[src/rtl/nfps_pkg.sv]
// Shared constants and payload types for the nearest/farthest point swap block.
`default_nettype none

package nfps_pkg;

  localparam int NUM_POINTS = 8;
  localparam int IDX_W      = (NUM_POINTS > 1) ? $clog2(NUM_POINTS) : 1;

  typedef struct packed {
    logic signed [15:0] coord_x;
    logic signed [15:0] coord_y;
  } point_t;

  typedef struct packed {
    logic        [5:0]  point_index;
    logic signed [15:0] out_x;
    logic signed [15:0] out_y;
    logic               last_point;
  } result_t;

endpackage

`default_nettype wire

[src/rtl/nearest_farthest_point_swap.sv]
// Top level: point collection, serial distance unit, min/max tracking and emission.
`default_nettype none

// Channel   Direction  Handshake                  Payload
// point     in         point_valid / point_stall  nfps_pkg::point_t  (coord_x, coord_y)
// result    out        result_valid/ result_stall nfps_pkg::result_t (index, x, y, last)
//
// From its transfer, each point passes through the radix-4 shift-add squarer,
// the one-digit-per-cycle square root, an update state and back to idle before
// the next point can transfer. After the last point of a set the points
// leave from the store one per cycle while result_stall is low. Reset (rst,
// synchronous) clears the controller and the trackers; the point store holds
// garbage until a set is written. point_stall stays high while busy or emitting.

module nearest_farthest_point_swap (
  input  wire logic              clk,
  input  wire logic              rst,
  input  wire logic              point_valid,
  output logic                   point_stall,
  input  wire nfps_pkg::point_t  point_data,
  output logic                   result_valid,
  input  wire logic              result_stall,
  output nfps_pkg::result_t      result_data
);

  localparam int IW = nfps_pkg::IDX_W;

  localparam logic [2:0] S_IDLE = 3'd0;
  localparam logic [2:0] S_MUL  = 3'd1;
  localparam logic [2:0] S_SQRT = 3'd2;
  localparam logic [2:0] S_UPD  = 3'd3;
  localparam logic [2:0] S_EMIT = 3'd4;

  localparam logic [IW-1:0] LAST_IDX = IW'(nfps_pkg::NUM_POINTS - 1);

  logic [2:0]    state;
  logic [3:0]    cnt;
  logic [IW-1:0] load_count;
  logic [IW-1:0] emit_idx;
  logic [15:0]   least_distance;
  logic [15:0]   greatest_distance;
  logic [IW-1:0] nearest_index;
  logic [IW-1:0] farthest_index;

  // squarer and root datapath
  logic [31:0] axs, ays;
  logic [15:0] mx, my;
  logic [31:0] sum, sum_next;
  logic [31:0] rem, rem_next;
  logic [31:0] root, root_next;
  logic [31:0] rbit;
  logic [31:0] trial;

  logic [15:0] ax, ay;
  logic        point_xfer;
  logic        emit_load;
  logic [IW-1:0] rd_addr;
  logic        swap_en;
  logic [15:0] distance;

  nfps_pkg::point_t point_store [nfps_pkg::NUM_POINTS];

  assign point_stall = (state != S_IDLE);
  assign point_xfer  = point_valid && !point_stall;
  assign emit_load   = (state == S_EMIT) && (!result_valid || !result_stall);
  assign distance    = root[15:0];

  // Magnitude of a 16-bit two's complement value; -32768 maps to 0x8000.
  assign ax = point_data.coord_x[15] ? 16'(-point_data.coord_x) : point_data.coord_x;
  assign ay = point_data.coord_y[15] ? 16'(-point_data.coord_y) : point_data.coord_y;

  // Two multiplier bits of each square per cycle.
  always_comb begin
    sum_next = sum
             + (mx[0] ? axs : 32'd0) + (mx[1] ? {axs[30:0], 1'b0} : 32'd0)
             + (my[0] ? ays : 32'd0) + (my[1] ? {ays[30:0], 1'b0} : 32'd0);
  end

  // One result bit of the floor square root per cycle.
  always_comb begin
    trial = root + rbit;
    if (rem >= trial) begin
      rem_next  = rem - trial;
      root_next = (root >> 1) + rbit;
    end else begin
      rem_next  = rem;
      root_next = root >> 1;
    end
  end

  // Swap nearest and farthest on the way out by remapping the read address.
  assign swap_en = (nearest_index != farthest_index);
  always_comb begin
    priority if (swap_en && emit_idx == nearest_index) begin
      rd_addr = farthest_index;
    end else if (swap_en && emit_idx == farthest_index) begin
      rd_addr = nearest_index;
    end else begin
      rd_addr = emit_idx;
    end
  end

  // Controller and trackers.
  always_ff @(posedge clk) begin
    if (rst) begin
      state             <= S_IDLE;
      cnt               <= '0;
      load_count        <= '0;
      emit_idx          <= '0;
      least_distance    <= '0;
      greatest_distance <= '0;
      nearest_index     <= '0;
      farthest_index    <= '0;
      result_valid      <= 1'b0;
    end else begin
      // drop the result once its transfer completes, unless a new one loads below
      if (result_valid && !result_stall && !emit_load) begin
        result_valid <= 1'b0;
      end
      unique case (state)
        S_IDLE: begin
          if (point_xfer) begin
            state <= S_MUL;
            cnt   <= '0;
          end
        end
        S_MUL: begin
          cnt <= cnt + 4'd1;
          if (cnt == 4'd7) begin
            state <= S_SQRT;
            cnt   <= '0;
          end
        end
        S_SQRT: begin
          cnt <= cnt + 4'd1;
          if (cnt == 4'd15) begin
            state <= S_UPD;
          end
        end
        S_UPD: begin
          if (load_count == '0) begin
            least_distance    <= distance;
            greatest_distance <= distance;
            nearest_index     <= '0;
            farthest_index    <= '0;
          end else if (distance < least_distance) begin
            least_distance <= distance;
            nearest_index  <= load_count;
          end else if (distance > greatest_distance) begin
            greatest_distance <= distance;
            farthest_index    <= load_count;
          end
          if (load_count == LAST_IDX) begin
            load_count <= '0;
            emit_idx   <= '0;
            state      <= S_EMIT;
          end else begin
            load_count <= load_count + 1'b1;
            state      <= S_IDLE;
          end
        end
        S_EMIT: begin
          if (emit_load) begin
            result_valid <= 1'b1;
            emit_idx     <= emit_idx + 1'b1;
            if (emit_idx == LAST_IDX) begin
              state <= S_IDLE;
            end
          end
        end
        default: begin
          state <= S_IDLE;
        end
      endcase
    end
  end

  // Datapath registers, no reset needed.
  always_ff @(posedge clk) begin
    if (point_xfer) begin
      axs  <= {16'd0, ax};
      ays  <= {16'd0, ay};
      mx   <= ax;
      my   <= ay;
      sum  <= '0;
    end else if (state == S_MUL) begin
      axs <= {axs[29:0], 2'b00};
      ays <= {ays[29:0], 2'b00};
      mx  <= {2'b00, mx[15:2]};
      my  <= {2'b00, my[15:2]};
      sum <= sum_next;
    end
    if (state == S_MUL && cnt == 4'd7) begin
      rem  <= sum_next;
      root <= '0;
      rbit <= 32'h4000_0000;
    end else if (state == S_SQRT) begin
      rem  <= rem_next;
      root <= root_next;
      rbit <= {2'b00, rbit[31:2]};
    end
  end

  // Point store: written on transfer, read straight into the result register.
  always_ff @(posedge clk) begin
    if (point_xfer) begin
      point_store[load_count] <= point_data;
    end
    if (emit_load) begin
      result_data.point_index <= 6'(emit_idx);
      result_data.out_x       <= point_store[rd_addr].coord_x;
      result_data.out_y       <= point_store[rd_addr].coord_y;
      result_data.last_point  <= (emit_idx == LAST_IDX);
    end
  end

endmodule

`default_nettype wire

[config.mk]
export PLATFORM = sky130hd
export DESIGN_NAME = nearest_farthest_point_swap
export DESIGN_NICKNAME = d
export VERILOG_FILES = /design/src/rtl/nfps_pkg.sv /design/src/rtl/nearest_farthest_point_swap.sv
export SDC_FILE = /design/constraint.sdc
export NUM_CORES = 1
export LEC_CHECK = 0
export BUFFER_PORTS_ARGS = -buffer_cell sky130_fd_sc_hd__buf_2
export CAP_MARGIN = 20
export CORE_MARGIN = 2
export CORE_UTILIZATION = 57
export DETAILED_ROUTE_END_ITERATION = 6
export PLACE_DENSITY = 0.77
export SETUP_SLACK_MARGIN = 0.2
export SLEW_MARGIN = 20
export SYNTH_ARGS = -nofsm -noshare
export SYNTH_HDL_FRONTEND = slang
export SYNTH_SLANG_ARGS = --single-unit
[constraint.sdc]
create_clock -name clk -period 6.1 [get_ports clk]
set_clock_uncertainty 0.15 [all_clocks]
set_input_delay 1.22 -clock clk [delete_from_list [all_inputs] [get_ports clk]]
set_output_delay 1.22 -clock clk [all_outputs]
set_load 0.02 [all_outputs]
==> flow_summary.json <==
{
  "synthFlopType": "edfxtp_1",
  "peakVddDrop_uv": 278,
  "drtIter0Drc": 1998,
  "timing.critical_path.required_ns": 6.27,
  "p_leak_nw": 13.2,
  "h-tree-depth": 2,
  "maxSlewHeadroom_pct": 27.6,
  "placementRows": 85,
  "finalHoldViolations": 0,
  "synth_area_sq_um": 31200,
  "grt-ovfl-total": 0,
  "yosysSeqAreaShare_pct": 47.8,
  "drive_gt1_share_pct": 10.5,
  "dieArea_sq_um": 56700,
  "crit_path_max_fanout": 32,
  "antenna_found_initial": 0,
  "finalCritPeriodShare_pct": 87.4,
  "slew_viol_final": 0,
  "drc": 0,
  "clockBufferDepth": 3,
  "grt_usage_pct": 25.7,
  "synth-edff-count": 388,
  "clkLatencyLatePin_ns": 0.63,
  "fin_nets": 3148,
  "first_pass_iters": 6,
  "gp_congestion": 0.928,
  "sw_frac_of_total_pct": 33.7,
  "vias_per_cell": 6.08,
  "yosys.area.top_type": "edfxtp_1",
  "vias": 22100,
  "post_cts_resized": 0,
  "combPwrFrac_pct": 30.9,
  "timing.setup.tns_ns": 0,
  "synth-async-reset-ratio_pct": 0,
  "clkSinkCount": 552,
  "timing.max_cap.violations": 0,
  "post_cts_buffers": 0,
  "io_buffers": 73,
  "syn_area_per_cell_sq_um": 11.0,
  "yosysWarnings": 0,
  "hold_buffers": 0,
  "cts_tree": "done",
  "pin_count": 77,
  "drtAntennaViolNets": 0,
  "hold_path_class": "register to register",
  "grt_pass1_wl_mm": 117,
  "drt_wl_total_mm": 72.9,
  "arrival_ns": 5.50,
  "clk_pin_slew_ns": 0.06,
  "yosys-top-cells-count": "388 x edfxtp_1, 357 x nand2_1, 239 x inv_1, 171 x a21oi_1, 164 x dfxtp_1",
  "synth_most_common_cell": "edfxtp_1",
  "root_buffer": "clkbuf_16",
  "status": "finished clean",
  "setup.worst_path.end_class": "register",
  "routedWlPerCell_microns": 20.1,
  "ys_ff_latch": 552,
  "p_int_mw": 7.67,
  "grt_pass1_vias": 22200,
  "p_per_area_nw_per_um2": 338,
  "place_hpwl_mm": 47.4,
  "synth.top_cell.area_share_pct": 37.3,
  "antennaDiodeCount": 0,
  "cts_buffers": 57,
  "grt_max_degree": 75,
  "core_sq_um": 54000,
  "syn_inst": 2846,
  "yosysUniqueCellTypes": 90,
  "fin_crit_ns": 5.33,
  "critical_path_class": "register to register",
  "start_util_pct": 57.8,
  "die_x_microns": 238,
  "rsz0062_at_grt": "no",
  "areaGrowthSynthToFinish_pct": 9.63,
  "pwr-share-seq_pct": 37.8,
  "final-setup-viol-count": 0,
  "worst-slew-pin-transition_ns": 1.09,
  "chipHeight_microns": 238,
  "startpoint_type": "register",
  "power_mw": 11.6,
  "p_clk_share_pct": 31.3,
  "synth_area_leaders": "edfxtp_1 37%, dfxtp_1 11%, fa_1 5.9%",
  "p_sw_mw": 3.91,
  "timing.fmax_ghz": 0.188,
  "final_util_pct": 63.4
}
## worst max-delay path, cell delays in order (launching register included)
cell	delay, ns
dfxtp_1	0.42
ha_1	0.43
nand3_1	0.10
o31ai_1	0.43
o211ai_1	0.20
a221oi_1	0.42
nand3_1	0.19
a21boi_0	0.30
o311ai_0	0.19
xor2_1	0.20
ha_1	0.35
nor2b_1	0.16
o21a_1	0.17
nor2_1	0.18
nand4b_1	0.26
o21ai_4	0.50
o21ai_2	0.08
buf_4	0.29
## stage by stage
| step | setup slack [ns] | hold slack [ns] | instances | area (sq um) |
|---|---|---|---|---|
| floorplan | 0.686 | 0.284 | 2848 | 31200 |
| global placement | 1.03 | 0.291 | 3522 | 32300 |
| finish | 0.769 | 0.310 | 3629 | 34200 |
| global route | 0.415 | 0.329 | 3629 | 34200 |
| CTS | 0.854 | 0.316 | 3629 | 34200 |
| detailed placement | 0.887 | 0.306 | 3522 | 32300 |
## path summary, 6_finish.rpt
kind	start	endpoint	slack [ns]	depth (start not counted)
max	root[6]	rem[31]	0.77	17
min	ays[31]	ays[31]	0.31	2
max reg2reg	root[6]	rem[31]	0.77	17
min reg2reg	ays[31]	ays[31]	0.31	2
## power groups by stage
| stage | Clock [mW] | Sequential [mW] | Combinational, mW |
|---|---|---|---|
| 2_1_floorplan | 0 | 4.39 | 2.65 |
| 3_3_place_gp | 0 | 4.44 | 3.35 |
| 3_5_place_dp | 0 | 4.45 | 3.48 |
| 4_1_cts | 3.67 | 4.37 | 3.52 |
| 5_1_grt | 3.80 | 4.40 | 4.02 |
| 6_report | 3.63 | 4.38 | 3.58 |
## cell usage in the layout (no fill, tap or decap), types with 41 or more instances in the layout
cell | netlist | routed
edfxtp_1 | 388 | 388
nand2_1 | 357 | 354
inv_1 | 239 | 238
a21oi_1 | 171 | 168
dfxtp_1 | 164 | 164
o21ai_0 | 138 | 137
ha_1 | 135 | 135
nor2_1 | 127 | 126
nand3_1 | 93 | 93
fa_1 | 92 | 92
xnor2_1 | 79 | 79
buf_2 | 4 | 73
xor2_1 | 60 | 60
clkbuf_16 | 0 | 57
a211oi_1 | 52 | 52
mux4_1 | 51 | 51
and2_1 | 49 | 46
o21a_1 | 44 | 44
buf_4 | 5 | 41
## per-layer routing
metal  up-vias  global-route usage [%]  wire length [microns]
li1      10300                       -                      -
met1     10900                    35.2                  31900
met2       698                    43.4                  35300
met3       126                    3.25                   3920
met4         0                    7.59                   1840
met5         -                       0                      0
## kinds of logic after synthesis
family          share of synthesized area (%)
simple gates                             11.7
compound gates                           12.9
flops                                    47.8
buf+inv                                  4.83
fa+ha+maj                                11.3
xor+xnor                                 3.90
mux                                      7.52
other cells                            0.0120
## sequential cells by signal, indices dropped and copies added (netlist names), 32 cells and up
signal,flops
point_store,256
result_data,36
axs,32
ays,32
rem,32
root,32
sum,32
## cell type report
cell class | count | area [sq um]
fillers | 4044 | 19800
flip-flops and latches | 552 | 14900
multi-input cells | 1921 | 14900
clock buffers | 72 | 1550
inverters | 239 | 897
well taps | 696 | 871
repair buffers | 114 | 673
clock inverters | 35 | 407
Power figures use the tool's default switching activity.
